### config.mk
export PLATFORM = sky130hd
export DESIGN_NAME = button_edge_and_double_click
export DESIGN_NICKNAME = d
export VERILOG_FILES = /design/src/sv/bedc_pkg.sv /design/src/sv/bedc_lane.sv /design/src/sv/bedc_motion.sv /design/src/sv/bedc_merge.sv /design/src/sv/button_edge_and_double_click.sv
export VERILOG_INCLUDE_DIRS = /design/src /design/src/sv
export SDC_FILE = /design/constraint.sdc
export NUM_CORES = 1
export LEC_CHECK = 0
export ABC_AREA = 1
export BUFFER_PORTS_ARGS = -buffer_cell sky130_fd_sc_hd__buf_2
export CORE_MARGIN = 4
export CORE_UTILIZATION = 50
export CTS_BUF_LIST = sky130_fd_sc_hd__clkbuf_8
export DETAILED_ROUTE_END_ITERATION = 10
export GPL_TIMING_DRIVEN = 0
export PLACE_DENSITY_LB_ADDON = 0.08
export SLEW_MARGIN = 20
export SYNTH_ARGS = -nofsm -noshare
export SYNTH_HDL_FRONTEND = slang
export SYNTH_SLANG_ARGS = --single-unit
### constraint.sdc
create_clock -name clock -period 4.8 [get_ports clock]
set_clock_uncertainty 0.05 [all_clocks]
set_input_delay 1.2 -clock clock [delete_from_list [all_inputs] [get_ports clock]]
set_output_delay 1.2 -clock clock [all_outputs]
set_load 0.03 [all_outputs]
### src/sv/button_edge_and_double_click_assert.svh
// assertion macros for the button edge and double click block
// used by the top level only; the checking forms drop out under SYNTHESIS
`ifndef BUTTON_EDGE_AND_DOUBLE_CLICK_ASSERT_SVH
`define BUTTON_EDGE_AND_DOUBLE_CLICK_ASSERT_SVH

`ifndef SYNTHESIS
// condition holds in the same cycle as the trigger
`define BEDC_ASSERT_NOW(label, clk, rst, trig, cond) \
   label: assert property (@(posedge clk) disable iff (rst) (trig) |-> (cond)) \
      else $error("assertion failed");
// condition holds in the cycle after the trigger
`define BEDC_ASSERT_NEXT(label, clk, rst, trig, cond) \
   label: assert property (@(posedge clk) disable iff (rst) (trig) |=> (cond)) \
      else $error("assertion failed");
`else
`define BEDC_ASSERT_NOW(label, clk, rst, trig, cond)
`define BEDC_ASSERT_NEXT(label, clk, rst, trig, cond)
`endif

`endif

### src/sv/bedc_pkg.sv
// shared constants and types for the button edge and double click block
// no dependencies; used by every module of the block
package bedc_pkg;

   // number of button lanes, and how many of them have an input level
   localparam int BUTTONS   = 3;
   localparam int IN_LEVELS = 3;

   localparam int TICK_W = 32;
   localparam int POS_W  = 16;
   localparam int MOVE_W = 17;
   localparam int CNT_W  = 2;
   localparam int EV_W   = 3;

   localparam logic [TICK_W-1:0] WINDOW_RESET = 32'd500;

   // button event codes
   localparam logic [EV_W-1:0] EV_NONE = 3'd0;
   localparam logic [EV_W-1:0] EV_DOWN = 3'd1;
   localparam logic [EV_W-1:0] EV_UP   = 3'd2;
   localparam logic [EV_W-1:0] EV_HELD = 3'd3;
   localparam logic [EV_W-1:0] EV_DBL  = 3'd4;

   // request tdata bit positions
   localparam int REQ_W      = 72;
   localparam int REQ_TICK_LO = 3;
   localparam int REQ_X_LO    = REQ_TICK_LO + TICK_W;
   localparam int REQ_Y_LO    = REQ_X_LO + POS_W;

   localparam int RSP_W = 48;

   // result transaction, last field in the lowest bits
   typedef struct packed {
      logic [4:0]              pad;
      logic signed [MOVE_W-1:0] move_y;
      logic signed [MOVE_W-1:0] move_x;
      logic [EV_W-1:0]          middle_event;
      logic [EV_W-1:0]          right_event;
      logic [EV_W-1:0]          left_event;
   } rsp_type;

endpackage

### src/sv/bedc_lane.sv
// one button lane: edge classification, click counter and first press tick
// depends on bedc_pkg
module bedc_lane (
   input  logic                          clock,
   input  logic                          reset,
   input  logic                          take,
   input  logic                          level,
   input  logic [bedc_pkg::TICK_W-1:0]   now_tick,
   input  logic [bedc_pkg::TICK_W-1:0]   window,
   output logic [bedc_pkg::EV_W-1:0]     event_code
);

   logic                          level_ff, level_in;
   logic [bedc_pkg::CNT_W-1:0]    count_ff, count_in;
   logic [bedc_pkg::TICK_W-1:0]   start_ff, start_in;
   logic [bedc_pkg::TICK_W-1:0]   elapsed;
   logic [bedc_pkg::CNT_W-1:0]    base;
   logic [bedc_pkg::EV_W-1:0]     edge_code;
   logic                          expired;
   logic                          in_window;

   // classify against the previous level
   always_comb begin
      case ({level_ff, level})
         2'b01:   edge_code = bedc_pkg::EV_DOWN;
         2'b10:   edge_code = bedc_pkg::EV_UP;
         2'b11:   edge_code = bedc_pkg::EV_HELD;
         default: edge_code = bedc_pkg::EV_NONE;
      endcase
   end

   // wrapping elapsed time since the first press
   assign elapsed   = now_tick - start_ff;
   assign expired   = (elapsed >= window);
   assign in_window = (elapsed <= window);

   // counter and event update
   always_comb begin
      level_in   = level;
      count_in   = count_ff;
      start_in   = start_ff;
      event_code = edge_code;
      base       = count_ff;
      if (edge_code == bedc_pkg::EV_DOWN) begin
         if (count_ff == 2'd1 && expired) begin
            base = '0;
         end
         count_in = base + 2'd1;
         if (base == '0) begin
            start_in = now_tick;
         end
      end else if (edge_code == bedc_pkg::EV_UP) begin
         if (count_ff == 2'd1) begin
            if (expired) begin
               count_in = '0;
            end
         end else if (count_ff == 2'd2) begin
            if (in_window) begin
               event_code = bedc_pkg::EV_DBL;
            end
            count_in = '0;
         end
      end
   end

   always_ff @(posedge clock) begin
      if (reset) begin
         level_ff <= 1'b0;
         count_ff <= '0;
         start_ff <= '0;
      end else if (take) begin
         level_ff <= level_in;
         count_ff <= count_in;
         start_ff <= start_in;
      end
   end

endmodule

### src/sv/bedc_motion.sv
// cursor motion since the previous sample
// depends on bedc_pkg
module bedc_motion (
   input  logic                                 clock,
   input  logic                                 reset,
   input  logic                                 take,
   input  logic signed [bedc_pkg::POS_W-1:0]    cursor_x,
   input  logic signed [bedc_pkg::POS_W-1:0]    cursor_y,
   output logic signed [bedc_pkg::MOVE_W-1:0]   move_x,
   output logic signed [bedc_pkg::MOVE_W-1:0]   move_y
);

   logic signed [bedc_pkg::POS_W-1:0] prev_x_ff, prev_x_in;
   logic signed [bedc_pkg::POS_W-1:0] prev_y_ff, prev_y_in;

   // sign-extended differences
   assign move_x = {cursor_x[bedc_pkg::POS_W-1], cursor_x}
                 - {prev_x_ff[bedc_pkg::POS_W-1], prev_x_ff};
   assign move_y = {cursor_y[bedc_pkg::POS_W-1], cursor_y}
                 - {prev_y_ff[bedc_pkg::POS_W-1], prev_y_ff};

   assign prev_x_in = cursor_x;
   assign prev_y_in = cursor_y;

   always_ff @(posedge clock) begin
      if (reset) begin
         prev_x_ff <= '0;
         prev_y_ff <= '0;
      end else if (take) begin
         prev_x_ff <= prev_x_in;
         prev_y_ff <= prev_y_in;
      end
   end

endmodule

### src/sv/bedc_merge.sv
// merge stage: collects lane events and motion into the result register
// with a skid entry so input and output stall independently; uses bedc_pkg
module bedc_merge (
   input  logic                clock,
   input  logic                reset,
   input  logic                in_valid,
   output logic                in_ready,
   input  bedc_pkg::rsp_type   in_data,
   output logic                out_valid,
   input  logic                out_ready,
   output bedc_pkg::rsp_type   out_data
);

   logic              main_valid_ff, main_valid_in;
   logic              skid_valid_ff, skid_valid_in;
   bedc_pkg::rsp_type main_ff, main_in;
   bedc_pkg::rsp_type skid_ff, skid_in;
   logic              main_free;

   assign in_ready  = !skid_valid_ff;
   assign out_valid = main_valid_ff;
   assign out_data  = main_ff;
   assign main_free = out_ready || !main_valid_ff;

   // next state of the two entries
   always_comb begin
      main_valid_in = main_valid_ff;
      skid_valid_in = skid_valid_ff;
      main_in       = main_ff;
      skid_in       = skid_ff;
      if (main_free) begin
         if (skid_valid_ff) begin
            main_in       = skid_ff;
            main_valid_in = 1'b1;
            skid_valid_in = 1'b0;
         end else begin
            main_in       = in_data;
            main_valid_in = in_valid;
         end
      end else if (in_valid && in_ready) begin
         skid_in       = in_data;
         skid_valid_in = 1'b1;
      end
   end

   always_ff @(posedge clock) begin
      if (reset) begin
         main_valid_ff <= 1'b0;
         skid_valid_ff <= 1'b0;
      end else begin
         main_valid_ff <= main_valid_in;
         skid_valid_ff <= skid_valid_in;
      end
   end

   always_ff @(posedge clock) begin
      main_ff <= main_in;
      skid_ff <= skid_in;
   end

endmodule

### src/sv/button_edge_and_double_click.sv
// button edge classifier and double click detector, top level
// each accepted sample is registered into the result buffer, which drives rsp_tvalid
// throughput: one sample per cycle while req_tready is high; lane state updates in the accepting cycle
// a two-entry result buffer keeps req_tready high while one result is stalled
// reset clears levels, click counts, first press ticks, cursor history, buffer
// and loads the double click window with 500
module button_edge_and_double_click (
   input  logic                              clock,
   input  logic                              reset,
   // sample transactions
   input  logic                              req_tvalid,
   output logic                              req_tready,
   // left_level, right_level, middle_level, now_tick[31:0], cursor_x[15:0],
   // cursor_y[15:0], zero fill
   input  logic [bedc_pkg::REQ_W-1:0]        req_tdata,
   // result transactions
   output logic                              rsp_tvalid,
   input  logic                              rsp_tready,
   // left_event[2:0], right_event[2:0], middle_event[2:0], move_x[16:0],
   // move_y[16:0], zero fill
   output logic [bedc_pkg::RSP_W-1:0]        rsp_tdata,
   // window register writes
   input  logic                              csr_valid,
   output logic                              csr_ready,
   input  logic [bedc_pkg::TICK_W-1:0]       csr_data
);

   `include "button_edge_and_double_click_assert.svh"

   logic [bedc_pkg::TICK_W-1:0]        window_ff, window_in;
   logic                               take;
   logic [bedc_pkg::TICK_W-1:0]        now_tick;
   logic signed [bedc_pkg::POS_W-1:0]  cursor_x, cursor_y;
   logic [bedc_pkg::BUTTONS-1:0]       levels;
   logic [bedc_pkg::EV_W-1:0]          lane_ev [bedc_pkg::BUTTONS];
   logic [bedc_pkg::EV_W-1:0]          out_ev [bedc_pkg::IN_LEVELS];
   bedc_pkg::rsp_type                  merged;
   bedc_pkg::rsp_type                  rsp_word;
   logic                               merge_ready;

   // configuration register, always ready
   assign csr_ready = 1'b1;
   assign window_in = csr_data;

   always_ff @(posedge clock) begin
      if (reset) begin
         window_ff <= bedc_pkg::WINDOW_RESET;
      end else if (csr_valid && csr_ready) begin
         window_ff <= window_in;
      end
   end

   // request unpacking
   assign take       = req_tvalid && req_tready;
   assign req_tready = merge_ready;
   assign now_tick   = req_tdata[bedc_pkg::REQ_TICK_LO +: bedc_pkg::TICK_W];
   assign cursor_x   = req_tdata[bedc_pkg::REQ_X_LO +: bedc_pkg::POS_W];
   assign cursor_y   = req_tdata[bedc_pkg::REQ_Y_LO +: bedc_pkg::POS_W];

   // button lanes; lanes past the wired inputs always see released
   for (genvar i = 0; i < bedc_pkg::BUTTONS; i++) begin : g_lane
      if (i < bedc_pkg::IN_LEVELS) begin : g_wired
         assign levels[i] = req_tdata[i];
      end else begin : g_idle
         assign levels[i] = 1'b0;
      end
      bedc_lane u_lane (
         .clock      (clock),
         .reset      (reset),
         .take       (take),
         .level      (levels[i]),
         .now_tick   (now_tick),
         .window     (window_ff),
         .event_code (lane_ev[i])
      );
   end

   // events for the reported buttons; missing lanes report none
   for (genvar j = 0; j < bedc_pkg::IN_LEVELS; j++) begin : g_ev
      if (j < bedc_pkg::BUTTONS) begin : g_have
         assign out_ev[j] = lane_ev[j];
      end else begin : g_none
         assign out_ev[j] = bedc_pkg::EV_NONE;
      end
   end

   bedc_motion u_motion (
      .clock    (clock),
      .reset    (reset),
      .take     (take),
      .cursor_x (cursor_x),
      .cursor_y (cursor_y),
      .move_x   (merged.move_x),
      .move_y   (merged.move_y)
   );

   assign merged.pad          = '0;
   assign merged.left_event   = out_ev[0];
   assign merged.right_event  = out_ev[1];
   assign merged.middle_event = out_ev[2];

   bedc_merge u_merge (
      .clock     (clock),
      .reset     (reset),
      .in_valid  (req_tvalid),
      .in_ready  (merge_ready),
      .in_data   (merged),
      .out_valid (rsp_tvalid),
      .out_ready (rsp_tready),
      .out_data  (rsp_word)
   );

   assign rsp_tdata = rsp_word;

   // an accepted sample always leaves a result pending
   `BEDC_ASSERT_NEXT(a_accept_gives_result, clock, reset, take, rsp_tvalid)
   // a stalled input side means a result is waiting
   `BEDC_ASSERT_NOW(a_stall_has_result, clock, reset, !req_tready, rsp_tvalid && !$past(rsp_tready))
   // no event code beyond double click
   `BEDC_ASSERT_NOW(a_event_range, clock, reset, rsp_tvalid,
      rsp_word.left_event <= bedc_pkg::EV_DBL && rsp_word.right_event <= bedc_pkg::EV_DBL
      && rsp_word.middle_event <= bedc_pkg::EV_DBL)

endmodule

==> impl_metrics.py <==
metrics = {
    "run_status": {
        "status": "completed",
    },
    "sta": {
        "finalCritPeriodShare_pct": 98.8,
        "slew_headroom_pct": 37.6,
        "fin_crit_ns": 4.74,
        "setup_viol": 0,
        "setup_slack_ns": 0.0567,
        "rsz0062_at_grt": "yes",
        "hold_violations": 0,
        "slew_viol_final": 0,
        "worst_slew_pin_slew_ns": 0.935,
        "fmaxAchievable_mhz": 211,
    },
    "flow_run": {
        "cap_violations": 0,
    },
    "layout": {
        "regArea_sq_um": 6010,
        "syn_to_final_growth_pct": 19.9,
        "nets": 3147,
        "final_cell_mix": "nand2_1 (461), inv_1 (362), a21oi_1 (302), ha_1 (209), dfxtp_1 (171)",
        "fillCellCount": 3521,
        "final_common_cell": "nand2_1",
        "antenna_cells": 0,
        "multi_input_area_sq_um": 12400,
        "fin_util_pct": 60.7,
        "layout-drive-gt1-share_pct": 18.7,
    },
    "cts": {
        "clk_pin_slew_worst_paths_ns": 0.05,
        "cts_buffer_depth": 3,
        "hold_buffers": 0,
        "cts_sinks": 257,
        "cts-root-buf": "clkbuf_8",
        "cts_tree": "yes",
        "insertion_delay_ns": 0.65,
        "htreeDepth": 2,
        "numCtsBuffers": 48,
    },
    "drt": {
        "first_iter_violations": 774,
        "vias_per_cell": 5.39,
        "wirelength_mm": 60.0,
        "wl_per_cell_microns": 18.0,
        "drc": 0,
        "via_count": 18009,
        "dr.pass1.iters": 5,
        "final_antenna_net_count": 0,
    },
    "worst_setup_path": {
        "cp-startpoint": "req_tdata[12]",
        "worstPathRequired_ns": 5.27,
        "rr_startpoint": "g_lane[0].u_lane.start_ff[9]",
        "startpoint_type": "input port",
        "cp.arrival_ns": 5.21,
        "crit_type": "in2reg",
        "critPathCaptureType": "register",
        "path_max_fanout": 7,
    },
    "global_routing": {
        "grt_pass1_vias": 17812,
        "grt_pass1_wl_mm": 91.1,
        "grt.overflow.total": 0,
        "grt_max_degree": 26,
        "grtUsageTotal_pct": 27.7,
        "antenna_found_initial": 0,
    },
    "synthesis": {
        "synth_area_leaders": "dfxtp_1 (18%), ha_1 (16%), edfxtp_1 (14%)",
        "ys.flop_type": "dfxtp_1",
        "yosys.cell_types.count": 55,
        "synthArstFlopShare_pct": 0,
        "synth_top_area_share_pct": 17.9,
        "ys_seq_elements": 257,
        "synth-edff-count": 86,
        "netlist_area_sq_um": 19100,
        "syn_inst": 2549,
        "yosys_warnings": 0,
        "yosysTopAreaCell": "dfxtp_1",
        "ys_seq_area_share_pct": 31.5,
        "synth_area_per_cell_sq_um": 7.49,
    },
    "die": {
        "core_sq_um": 37700,
        "rows": 71,
        "ios": 160,
        "die_w_microns": 203,
        "fp.dieH_microns": 203,
        "start_util_pct": 50.7,
        "dieArea_sq_um": 41400,
    },
    "place": {
        "port_buffers": 147,
        "gp_congestion": 0.932,
        "post-place-ws_ns": -1.46,
        "hpwl_mm": 47.2,
    },
    "power_and_ir_drop": {
        "cellPowerDensity_nw_per_um2": 329,
        "ir_drop_mv": 0.192,
        "p_leak_nw": 10.1,
    },
    "min_path": {
        "worstHoldStart": "g_lane[0].u_lane.start_ff[18]",
        "holdCritPathClass": "reg2reg",
    },
}
[cell usage after synthesis (all sizes together), types with 2 or more instances]
cell / n
o21bai: 12
and2: 7
nand4: 22
fa: 5
clkbuf: 52
xnor2: 37
o21ai: 258
a21boi: 5
edfxtp: 86
nor4: 10
a31oi: 11
nor3: 39
ha: 242
xor2: 65
dfxtp: 171
nand2: 497
nand3: 66
inv: 364
buf: 13
conb: 2
nand3b: 10
o211ai: 6
a21oi: 353
a211oi: 5
o2111ai: 2
or2: 5
o21a: 19
and3: 2
a21o: 26
nor2: 153
[layer usage]
layer	part of all wire, %	up-vias	GRT usage (%)
met5	0	-	0
met4	3.8	0	10.2
met3	4.9	115	4.02
met2	50	434	50.4
met1	41	8389	33.3
li1	-	9071	-
[flip-flops by register name (all words and copies together) (netlist names)]
register                count
u_motion.prev_y_ff         16
u_merge.skid_valid_ff       1
u_motion.prev_x_ff         16
g_lane.u_lane.count_ff      6
g_lane.u_lane.start_ff     96
g_lane.u_lane.level_ff      3
u_merge.out_valid           1
u_merge.out_data           43
window_ff                  32
u_merge.skid_ff            43
[stage by stage]
| stage | instance area (sq um) | power (W) | hold WS [ns] | setup TNS [ns] | cells |
|---|---|---|---|---|---|
| finish | 22900 | 0.00752 | 0.403 | 0 | 3341 |
| CTS | 21700 | 0.00735 | 0.408 | -0.275 | 3309 |
| detailed placement | 20500 | 0.00518 | 0.400 | -124.80 | 3213 |
| global route | 22900 | 0.00802 | 0.421 | -3.68 | 3341 |
| global placement | 20500 | 0.00511 | 0.392 | -180.83 | 3211 |
| floorplan | 19100 | 0.00446 | 0.383 | 0 | 2553 |
[cell type report]
class,instances,share of cell area [%]
clock buffers,59,3.55
flip-flops and latches,257,26.3
plain buffers,65,1.59
multi-input cells,1870,54.3
clock inverters,30,0.607
inverters,364,6.06
well taps,511,2.80
repair buffers,185,4.80
[where the power goes]
| group | internal (W) | total [W] | leakage, nW | switching (W) |
|---|---|---|---|---|
| registers | 0.00248 | 0.00253 | 2.25 | 0.0000527 |
| logic | 0.00104 | 0.00287 | 7.32 | 0.00183 |
| clock network | 0.00111 | 0.00212 | 0.558 | 0.00100 |
| total | 0.00463 | 0.00752 | 10.1 | 0.00289 |
[path summary, 6_finish.rpt]
| kind | endpoint | slack (ns) | depth (start not counted) |
|---|---|---|---|
| setup / recovery | g_lane[0].u_lane.start_ff[21] | 0.06 | 22 |
| hold reg to reg | g_lane[0].u_lane.start_ff[18] | 0.40 | 2 |
| setup reg to reg | g_lane[0].u_lane.start_ff[21] | 0.48 | 22 |
| hold / removal | g_lane[0].u_lane.start_ff[18] | 0.40 | 2 |
[critical path: stages]
cell,delay (ns)
buf_2,0.17
ha_1,0.40
nand2_1,0.23
o21ai_1,0.42
a21o_1,0.22
nand2_1,0.13
nand3_1,0.09
nand2_1,0.12
ha_1,0.33
nand2_1,0.08
nor2_2,0.13
nand2_4,0.09
nor3_4,0.27
nand2_4,0.13
nand3_2,0.11
nand2_2,0.08
nand2_2,0.10
ha_4,0.20
nand3_4,0.25
buf_8,0.25
o21ai_2,0.14
a21oi_2,0.04
[cell families after synthesis]
group                      count (synthesis)  share of synthesized area [%]
and+or+nand+nor                          812                           18.3
AOI/OAI and AO/OA                        700                           20.5
buffers and inverters                    429                           8.58
DFF                                      257                           31.5
adders and majority gates                247                           16.4
xor gates and xnor gates                 102                           4.72
other                                      2                         0.0394
[what timing repair did]
action / CTS / global route
hold endpoints to repair: 0 / 0
pin swaps: 3 / 47
endpoints found under the setup margin: 96 / 96
gates cloned: 4 / 8
buffers inserted: 3 / 24
resized for setup: 55 / 271
Power figures use the tool's default switching activity.
